===== config.mk =====
export PLATFORM = sky130hd
export DESIGN_NAME = hrc_ctrl
export DESIGN_NICKNAME = d
export VERILOG_FILES = /design/src/hdl/assert_macros.svh /design/src/hdl/hrc_pkg.sv /design/src/hdl/hrc_ctrl.sv
export SDC_FILE = /design/constraint.sdc
export NUM_CORES = 1
export LEC_CHECK = 0
export ABC_AREA = 1
export ABC_CLOCK_PERIOD_IN_PS = 1400
export BUFFER_PORTS_ARGS = -buffer_cell sky130_fd_sc_hd__buf_2
export CORE_AREA = 2 2 46 48
export CTS_CLUSTER_SIZE = 24
export DETAILED_ROUTE_END_ITERATION = 8
export DIE_AREA = 0 0 48 50
export PLACE_DENSITY = 0.83
export SLEW_MARGIN = 20
export SYNTH_ARGS = -nofsm -noshare
export SYNTH_HDL_FRONTEND = slang
export SYNTH_SLANG_ARGS = --single-unit

===== constraint.sdc =====
create_clock -name clk -period 1.4 [get_ports clk]
set_input_delay 0.07 -clock clk [delete_from_list [all_inputs] [get_ports clk]]
set_output_delay 0.07 -clock clk [all_outputs]
set_load 0.005 [all_outputs]

===== src/hdl/assert_macros.svh =====
// assertion macros used by the top level rtl file
// no dependencies; included by the top level
`ifndef ASSERT_MACROS_SVH
`define ASSERT_MACROS_SVH
`ifndef ASSERT_OFF
// same-cycle implication
`define ASSERT_IMPL(lbl, clk, rstn, ante, cons) \
    lbl: assert property (@(posedge clk) disable iff (!rstn) (ante) |-> (cons)) \
        else $error("assertion failed");
// next-cycle implication
`define ASSERT_NEXT(lbl, clk, rstn, ante, cons) \
    lbl: assert property (@(posedge clk) disable iff (!rstn) (ante) |=> (cons)) \
        else $error("assertion failed");
`else
`define ASSERT_IMPL(lbl, clk, rstn, ante, cons)
`define ASSERT_NEXT(lbl, clk, rstn, ante, cons)
`endif
`endif


===== src/hdl/hrc_pkg.sv =====
// shared types, constants and datapath op codes of the reprojection checker
// no dependencies
package hrc_pkg;

    localparam int COEF_W  = 32;
    localparam int COORD_W = 16;
    localparam int DIST_W  = 32;
    localparam int COUNT_W = 17;
    localparam int SUM_W   = 48;
    localparam int LIMIT_W = 24;
    localparam int NUM_REGS = 8;
    localparam int ADDR_W  = 5;

    localparam int DIST_LIMIT_DEF = 768;
    localparam int MAX_POINTS_DEF = 65536;

    localparam logic [COEF_W-1:0] COEF_ONE  = 32'd1048576;
    localparam logic [COEF_W-1:0] COEF_ZERO = 32'd0;

    // register indexes
    typedef enum logic [2:0] {
        REG_A = 3'd0, REG_B = 3'd1, REG_C = 3'd2, REG_D = 3'd3,
        REG_E = 3'd4, REG_F = 3'd5, REG_G = 3'd6, REG_H = 3'd7
    } reg_idx_t;

    typedef logic [NUM_REGS-1:0][COEF_W-1:0] coef_bank_t;

    // datapath operations
    typedef enum logic [4:0] {
        OP_NOP, OP_LOAD, OP_GX, OP_HY, OP_Z, OP_ZCHK, OP_BY, OP_UZ, OP_EX,
        OP_EYM, OP_VZ, OP_EY, OP_DIV_INIT, OP_DIV_STEP, OP_DIV_END,
        OP_SQ_DX, OP_SQ_DY, OP_SQ_INIT, OP_SQRT_STEP, OP_FINISH
    } op_t;

    typedef struct packed {
        op_t  op;
        logic sel_y;
    } cmd_t;

    typedef struct packed {
        logic degen;
        logic sat;
    } stat_t;

endpackage


===== src/hdl/hrc_ctrl.sv =====
// sequencer of the reprojection checker: steps the datapath through one request
// depends on hrc_pkg
module hrc_ctrl (
    input  logic          clk,
    input  logic          rst_n,
    input  logic          in_valid,
    output logic          in_stall,
    output logic          out_valid,
    input  logic          out_stall,
    input  hrc_pkg::stat_t stat,
    output hrc_pkg::cmd_t  cmd
);
    import hrc_pkg::*;

    typedef enum logic [4:0] {
        S_IDLE, S_GX, S_HY, S_Z, S_ZCHK, S_BY, S_UZ, S_EX, S_EYM, S_VZ, S_EY,
        S_DIV_INIT, S_DIV_STEP, S_DIV_END, S_SQ_DX, S_SQ_DY, S_SQ_INIT,
        S_SQRT, S_FINISH
    } state_t;

    state_t     state_reg, state_next;
    logic [4:0] cnt_reg, cnt_next;
    logic       sel_y_reg, sel_y_next;
    logic       out_valid_reg, out_valid_next;
    logic       slot_free;

    assign slot_free = !out_valid_reg || !out_stall;
    assign in_stall  = (state_reg != S_IDLE);
    assign out_valid = out_valid_reg;

    // next state and command
    always_comb
    begin
        state_next     = state_reg;
        cnt_next       = cnt_reg;
        sel_y_next     = sel_y_reg;
        out_valid_next = out_valid_reg && out_stall;
        cmd.op         = OP_NOP;
        cmd.sel_y      = sel_y_reg;
        unique case (state_reg)
            S_IDLE:
            begin
                if (in_valid)
                begin
                    cmd.op     = OP_LOAD;
                    sel_y_next = 1'b0;
                    state_next = S_GX;
                end
            end
            S_GX:   begin cmd.op = OP_GX;   state_next = S_HY;   end
            S_HY:   begin cmd.op = OP_HY;   state_next = S_Z;    end
            S_Z:    begin cmd.op = OP_Z;    state_next = S_ZCHK; end
            S_ZCHK:
            begin
                cmd.op     = OP_ZCHK;
                state_next = stat.degen ? S_FINISH : S_BY;
            end
            S_BY:   begin cmd.op = OP_BY;   state_next = S_UZ;   end
            S_UZ:   begin cmd.op = OP_UZ;   state_next = S_EX;   end
            S_EX:   begin cmd.op = OP_EX;   state_next = S_EYM;  end
            S_EYM:  begin cmd.op = OP_EYM;  state_next = S_VZ;   end
            S_VZ:   begin cmd.op = OP_VZ;   state_next = S_EY;   end
            S_EY:   begin cmd.op = OP_EY;   state_next = S_DIV_INIT; end
            S_DIV_INIT:
            begin
                cmd.op   = OP_DIV_INIT;
                cnt_next = 5'd30;
                state_next = stat.sat ? S_FINISH : S_DIV_STEP;
            end
            S_DIV_STEP:
            begin
                cmd.op   = OP_DIV_STEP;
                cnt_next = cnt_reg - 5'd1;
                if (cnt_reg == 5'd0)
                    state_next = S_DIV_END;
            end
            S_DIV_END:
            begin
                cmd.op = OP_DIV_END;
                if (sel_y_reg)
                    state_next = S_SQ_DX;
                else
                begin
                    sel_y_next = 1'b1;
                    state_next = S_DIV_INIT;
                end
            end
            S_SQ_DX: begin cmd.op = OP_SQ_DX; state_next = S_SQ_DY; end
            S_SQ_DY: begin cmd.op = OP_SQ_DY; state_next = S_SQ_INIT; end
            S_SQ_INIT:
            begin
                cmd.op     = OP_SQ_INIT;
                cnt_next   = 5'd31;
                state_next = S_SQRT;
            end
            S_SQRT:
            begin
                cmd.op   = OP_SQRT_STEP;
                cnt_next = cnt_reg - 5'd1;
                if (cnt_reg == 5'd0)
                    state_next = S_FINISH;
            end
            S_FINISH:
            begin
                if (slot_free)
                begin
                    cmd.op         = OP_FINISH;
                    out_valid_next = 1'b1;
                    state_next     = S_IDLE;
                end
            end
            default: state_next = S_IDLE;
        endcase
    end

    // state and registered outputs
    always_ff @(posedge clk or negedge rst_n)
    begin
        if (!rst_n)
        begin
            state_reg     <= S_IDLE;
            cnt_reg       <= '0;
            sel_y_reg     <= 1'b0;
            out_valid_reg <= 1'b0;
        end
        else
        begin
            state_reg     <= state_next;
            cnt_reg       <= cnt_next;
            sel_y_reg     <= sel_y_next;
            out_valid_reg <= out_valid_next;
        end
    end

endmodule


==> summary.txt, run 1 <==
Placed design
  • Final RePlAce weighted congestion: 0.955
  • Post-detail-place hpwl: 2020 um
  • Buffers added on ports: 13
  • Worst slack at placement: -0.0259 ns
  • Dpl cell area: 1170 um2

Status
  • Status: finished, violations left
  • Violations in the final reports: setup timing

Power and ir drop
  • Switching power: 1.66 mW
  • Static leakage power: 0.793 nW
  • Power Internal: 1.63 mW
  • Relative contribution of combinational cells to total power: 69.0%
  • Total power: 3.29 mW
  • Worst IR drop on VDD: 1.35 mV
  • Fraction of power spent switching nets: 50.6%
  • Sequential Power Share: 21.9%
  • Proportion of power drawn by the clock network: 9.1%
  • Power per standard cell area: 2340 nW/um2

Critical path
  • Data required, critical path: 1.33 ns
  • Buffers and inverters on the worst path: 2
  • Maximum fanout count along the critical path: 5
  • Max stage delay on crit path: 0.48 ns
  • Critical Path Slowest Stage Cell: dfrtp_2
  • Reg-to-reg slack, setup: -0.11 ns
  • Critical path depth in cells: 7
  • FF-to-FF End: cnt_reg[2]
  • Kind of end point of the critical path: output port
  • Arrival time reported for the critical path endpoint: 1.60 ns
  • Crit path launch type: flip-flop
  • Sequence of cells on the critical path: buf_6 > nor2_4 > nand2_1 > nand3_1 > nor2_2 > nand4_1 > buf_2
  • Destination of the critical timing path: cmd[2]
  • Worst reg2reg path depth: 8
  • Worst setup path category: reg -> out
  • Worst setup path startpoint: state_reg[1]
  • Top Family by Delay on Critical Path: simple AND/OR/NAND/NOR gates
  • Source of the worst register-to-register timing path: state_reg[2]

Global route
  • Global routing usage on met3: 7.33%
  • Vias in the first global route: 1144
  • Global-route met2 utilization: 43.8%
  • Total Routing Usage GR: 29.9%
  • Global-route wire length before repair: 5110 um
  • Pin count of the biggest net entering global routing: 13
  • Routing layer with the top usage in global route: met2
  • Initial antenna violation count: 0
  • Global-route met1 utilization: 40.4%
  • Total grt overflow: 0

STA
  • Post-layout minimum cycle time: 1.67 ns
  • Slew at the pin with the worst max-slew slack: 0.292 ns
  • Achievable frequency: 600 MHz
  • Rel. slew slack: 80.5%
  • Final number of hold-violating endpoints: 0
  • Count of final max-slew check failures: 0
  • Count of endpoints failing setup in the final report: 14
  • Final critical-path setup slack: -0.266 ns
  • Min Hold Slack: 0.0409 ns
  • RSZ-0062 raised after global routing: yes
  • Final period util: 119%
  • Maximum clock skew at final layout: 0.0139 ns

Drt
  • Initial DRC count: 46
  • Average wire length per cell after detail routing: 15.8 um
  • First-pass iteration count of the detailed router: 4
  • Aggregate routed wire length: 3470 um
  • Total number of vias: 1233
  • Remaining antenna violation count after routing: 0
  • Detailed-route vias per instance: 5.63
  • DRC violation count after routing: 0

Synth
  • Library cell with the largest summed area after synthesis: dfrtp_1
  • Most instantiated flip-flop cell in the synthesis netlist: dfrtp_1
  • Top area cells in the synthesized netlist: dfrtp_1 30%, nand2_1 18%, nand3_1 11%, inv_1 4.8%, nor2_1 4.8%
  • Post-synth cell types: 23
  • Average footprint of a synthesized cell: 6.50 um2
  • Syn Std Cell Area: 1010 um2
  • Synth cell count leaders: 50 x nand2_1, 23 x nand3_1, 13 x inv_1, 13 x nor2_1, 12 x dfrtp_1
  • Flip-flop and latch count after synthesis: 12
  • Fraction of registers with async set/reset: 100%
  • Synthesis Warnings: 0
  • Synthesized netlist cell count: 156
  • Most frequently used cell type in the post-synthesis netlist: nand2_1
  • Area share of the largest cell type after synthesis: 29.6%
  • EDFF count, synth: 0
  • Sequential-to-total area share from yosys stat: 29.6%
  • Synth Net Count: 163

Clock network
  • CTS tree: done
  • Clock transition at the registers of the reported paths: 0.10 ns
  • H-tree level count: 1
  • Clock Latency Late Sink: 0.29 ns
  • Total clock buffers created by CTS: 3
  • Clock sinks: 12
  • Clock buffer depth: 2
  • Root buf cell: clkbuf_4

Flow run
  • MaxCap Viol Count: 0

Final layout
  • Summed area of non-filler cells in the final layout: 1410 um2
  • Layout cell share with drive strength beyond 1: 44.3%
  • Synth-to-layout area growth: 38.7%
  • Nets: 200
  • Antenna cells: 0
  • Number of inserted filler cells in the final layout: 140

Die
  • DIE HEIGHT: 50 um
  • Die outline area: 2400 um2
  • Initial cell density of the core: 53.4%
  • Die Wd: 48 um
  • Standard cell core area: 1900 um2
  • Standard-cell rows: 16
  • Total I/O pin count: 14

Worst hold path
  • Worst hold path class: in -> reg
  • Worst Hold Launch: stat[0]
[stage by stage]
step | TNS (ns) | std cells | util [%]
floorplan | 0 | 156 | -
global placement | -0.0731 | 204 | 61.5
detailed placement | -0.0586 | 204 | 61.5
CTS | -1.03 | 218 | 70.3
global route | -2.92 | 219 | 74.0
finish | -1.82 | 219 | 74.0
[routing by layer]
metal	vias up	routed length [um]
met4	0	106
met2	83	1730
met1	557	1360
met3	19	273
li1	574	-
met5	-	0
[kinds of logic after synthesis]
group | Yosys count | share of synthesized area, %
AOI/OAI and AO/OA | 12 | 6.53
xor gates and xnor gates | 1 | 0.863
adders and majority gates | 1 | 1.23
buffers and inverters | 21 | 9.00
DFF | 12 | 29.6
and+or+nand+nor | 109 | 52.8
[worst register-to-register path: stages (launching register included)]
cell	delay [ns]
dfrtp_2	0.47
nor2_4	0.24
buf_4	0.16
nand3_2	0.08
buf_4	0.15
nand3_4	0.12
nand2_1	0.06
nand2_1	0.05
nand3_1	0.06
[power groups by stage]
stage	logic, mW	registers, mW	clock network [mW]
floorplan	1.16	0.663	0
global placement	1.68	0.657	0
detailed placement	1.71	0.663	0
CTS	1.97	0.683	0.302
global route	2.47	0.735	0.318
finish	2.27	0.720	0.300
[layout by cell type (no fill, tap or decap)]
cell / synthesis / routed
inv_2: 5 / 5
clkbuf_8: 0 / 1
buf_4: 1 / 15
o21a_1: 1 / 1
xor2_1: 1 / 1
nand2_2: 6 / 10
nand3_2: 1 / 5
o21ai_2: 0 / 1
nand2_1: 50 / 44
nand3_4: 1 / 1
nand3_1: 23 / 19
nor2_4: 4 / 8
nand2_4: 1 / 3
buf_2: 0 / 13
inv_4: 0 / 3
nor2_1: 13 / 8
nor2_2: 5 / 6
a21oi_2: 0 / 1
o21ai_1: 1 / 2
dlygate4sd3_1: 0 / 1
nand4_1: 5 / 5
ha_1: 1 / 1
dfrtp_1: 12 / 7
clkbuf_4: 0 / 3
dfrtp_2: 0 / 5
o2111ai_1: 1 / 1
buf_6: 1 / 5
o21ai_0: 5 / 3
inv_1: 13 / 11
a21oi_1: 4 / 3
[worst min-delay path by stage]
stage / to / slack (ns) / cells after the start
floorplan: cnt_reg[0] / -0.23 / 0
global placement: state_reg[3] / -0.03 / 1
detailed placement: state_reg[3] / -0.03 / 1
CTS: state_reg[2] / 0.04 / 2
global route: state_reg[2] / 0.05 / 2
finish: state_reg[2] / 0.04 / 2
[what timing repair did]
action | 4_1_cts | 5_1_grt
setup endpoints to repair | 11 | 14
hold buffers | 1 | 0
endpoints found under the hold margin | 12 | 0
pin swaps | 11 | 8
buffers inserted | 9 | 1
gates resized for setup | 20 | 20
[area by class of cell]
class | count | area, um2 | area share (%)
Tap cell | 27 | 33.8 | 2.40
Sequential cell | 12 | 307 | 21.8
Inverter | 19 | 78.8 | 5.60
Multi-Input combinational cell | 123 | 708 | 50.3
Clock buffer | 4 | 36.3 | 2.58
Timing Repair Buffer | 34 | 244 | 17.3
Note: power is estimated with default switching activity, not from simulation.
==> inputs of run 2 (changes only) <==
- CORE_AREA: 2 2 46 48 -> 2 2 45 47
- CTS_BUF_LIST: default -> sky130_fd_sc_hd__clkbuf_8
- DIE_AREA: 0 0 48 50 -> 0 0 47 49
- PLACE_DENSITY: 0.83 -> 0.86
==> summary.txt, run 2 (synthesized netlist as in run 1, its figures left out) <==
Placed design
  • Final RePlAce weighted congestion: 1.01 (+6.1%)
  • Buffers added on ports: 13 (unchanged)
  • Dpl cell area: 1190 um2 (+1.9%)
  • Post-detail-place hpwl: 2190 um (+8.4%)

Final layout
  • Most common cell after layout, fill and taps aside: nand2_1
  • Antenna cells: 0 (unchanged)
  • Layout cell share with drive strength beyond 1: 44.2% (-0.050 points)
  • Summed area of non-filler cells in the final layout: 1450 um2 (+3.2%)
  • Nets: 208 (+4.0%)
  • Commonest cells after routing, fill and taps aside: 45 x nand2_1, 27 x buf_4, 20 x nand3_1, 13 x buf_2, 12 x inv_1
  • Synth-to-layout area growth: 43.2%

Critical path
  • Worst setup path category: reg -> out
  • Worst path most repeated cell: nand2_1
  • Kind of end point of the critical path: output port
  • Maximum fanout count along the critical path: 6 (+1)
  • Top Family by Delay on Critical Path: simple AND/OR/NAND/NOR gates
  • Sequence of cells on the critical path: nor2_4 > buf_4 > nand3_2 > inv_2 > nand2_1 > nand2_1 > nor2_1 > nand3_1 > buf_2
  • Critical Path Slowest Stage Cell: dfrtp_2
  • Arrival time reported for the critical path endpoint: 1.55 ns (-0.05 ns)
  • Crit path launch type: flip-flop
  • Buffers and inverters on the worst path: 3 (+1)
  • Data required, critical path: 1.33 ns (about the same)
  • Max stage delay on crit path: 0.49 ns (about the same)

Status
  • Status: finished, violations left
  • Violations in the final reports: setup timing

STA
  • Min Hold Slack: 0.0956 ns (+0.0547 ns)
  • Count of endpoints failing setup in the final report: 13 (-1)
  • RSZ-0062 raised after global routing: yes
  • Slew at the pin with the worst max-slew slack: 0.310 ns (+0.0178 ns)
  • Achievable frequency: 616 MHz (+2.7%)
  • Count of final max-slew check failures: 0 (unchanged)
  • Final critical-path setup slack: -0.223 ns (+0.0433 ns)
  • Maximum clock skew at final layout: 0.00602 ns (-0.00786 ns)
  • Final period util: 116% (-3.1 points)
  • Rel. slew slack: 79.3% (-1.2 points)
  • Final number of hold-violating endpoints: 0 (unchanged)
  • Post-layout minimum cycle time: 1.62 ns (-0.0433 ns)

Clock network
  • Clock transition at the registers of the reported paths: 0.06 ns (-0.04 ns)
  • Clock sinks: 12 (unchanged)
  • Root buf cell: clkbuf_8
  • CTS tree: done
  • Clock Latency Late Sink: 0.25 ns (-0.04 ns)
  • H-tree level count: 1 (unchanged)
  • Clock buffer depth: 2 (unchanged)
  • Total clock buffers created by CTS: 3 (unchanged)

Power and ir drop
  • Fraction of power spent switching nets: 50.1% (-0.44 points)
  • Sequential Power Share: 21.4% (-0.5 points)
  • Proportion of power drawn by the clock network: 9.8% (+0.7 points)
  • Power Internal: 1.70 mW (+4.6%)
  • Relative contribution of combinational cells to total power: 68.9% (about the same)
  • Worst IR drop on VDD: 1.47 mV (+8.9%)
  • Static leakage power: 0.817 nW (+3.0%)
  • Power per standard cell area: 2350 nW/um2 (+0.45%)
  • Total power: 3.41 mW (+3.7%)
  • Switching power: 1.71 mW (+2.8%)

Global route
  • Global-route wire length before repair: 5880 um (+15%)
  • Initial antenna violation count: 0 (unchanged)
  • Total grt overflow: 0 (unchanged)
  • Vias in the first global route: 1324 (+16%)
  • Pin count of the biggest net entering global routing: 13 (unchanged)
  • Total Routing Usage GR: 35.9% (+6.0 points)

Drt
  • DRC violation count after routing: 0 (unchanged)
  • Initial DRC count: 84 (+83%)
  • Average wire length per cell after detail routing: 16.4 um (+3.7%)
  • Total number of vias: 1317 (+6.8%)
  • First-pass iteration count of the detailed router: 5 (+1)
  • Aggregate routed wire length: 3710 um (+7.1%)
  • Detailed-route vias per instance: 5.83 (+3.5%)
  • Remaining antenna violation count after routing: 0 (unchanged)

Die
  • Die outline area: 2300 um2 (-4.0%)
  • Standard cell core area: 1840 um2 (-3.2%)
  • Total I/O pin count: 14 (unchanged)
  • Die Wd: 47 um (-2.1%)
  • DIE HEIGHT: 49 um (-2.0%)
  • Initial cell density of the core: 55.1% (+1.7 points)
  • Standard-cell rows: 16 (unchanged)

Flow run
  • MaxCap Viol Count: 0 (unchanged)

Worst hold path
  • Worst hold path class: in -> reg
run 2: cell count changes in the layout (fill, tap and decap cells not counted), sizes merged:
| cell | change |
|---|---|
| buf | +8 |
| clkbuf | -1 |
| clkinv | +1 |
| inv | -1 |
run 2: layout make-up:
type                            count  area, um2
Fill cell                         115        389
Timing Repair Buffer               42        289
Multi-Input combinational cell    123        706
Sequential cell                    12        305
Tap cell                           27       33.8
Inverter                           19       77.6
Clock buffer                        3       41.3
run 2: worst register-to-register path: cells and delay by family (launching register included):
family	cells	cell delay, ns
flip-flops	1	0.49
AO/OA/AOI/OAI	1	0.16
buffers and inverters	2	0.28
AND/OR/NAND/NOR	6	0.49
run 2: what timing repair did:
action | 4_1_cts | 5_1_grt
hold endpoints to repair | 12 | 0
resized for setup | 24 | 6
pin swaps | 11 | 2
hold buffers | 1 | 0
setup endpoints to repair | 8 | 13
buffers inserted | 13 | 2
run 2: power by group through the flow:
stage,combinational [mW],sequential (mW),clock (mW)
after floorplan,1.16,0.663,0
after global placement,1.73,0.654,0
after detailed placement,1.78,0.672,0
after CTS,2.14,0.697,0.332
after global routing,2.53,0.737,0.350
final,2.35,0.728,0.334
run 2: stage by stage:
stage               setup TNS [ns]  worst slack (ns)  std cells  utilization [%]
detailed placement        -0.00781          -0.00781        207             64.7
finish                       -1.69            -0.223        226             78.9
floorplan                        0             0.109        156                -
CTS                         -0.682            -0.152        224             77.1
global route                 -2.52            -0.269        226             78.9
global placement                 0            0.0298        207             64.7
run 2: final timing paths:
path,start,to,slack (ns),depth (start not counted)
worst min register to register,cnt_reg[4],cnt_reg[4],0.51,2
worst min-delay path,stat[0],state_reg[2],0.1,2
max in group asynchronous,rst_n,state_reg[0],0.90,2
worst max register to register,state_reg[0],state_reg[0],-0.13,9
worst max-delay path,state_reg[0],cmd[1],-0.22,9
min in group asynchronous,rst_n,state_reg[3],0.24,2
run 2: metal layers:
layer | track usage, % | vias to the layer above | share of wire, %
met5 | 0 | - | 0
met4 | 19.4 | 0 | 4.1
met3 | 8.15 | 20 | 11
met2 | 56.4 | 104 | 48
met1 | 43.7 | 600 | 37
li1 | - | 593 | -
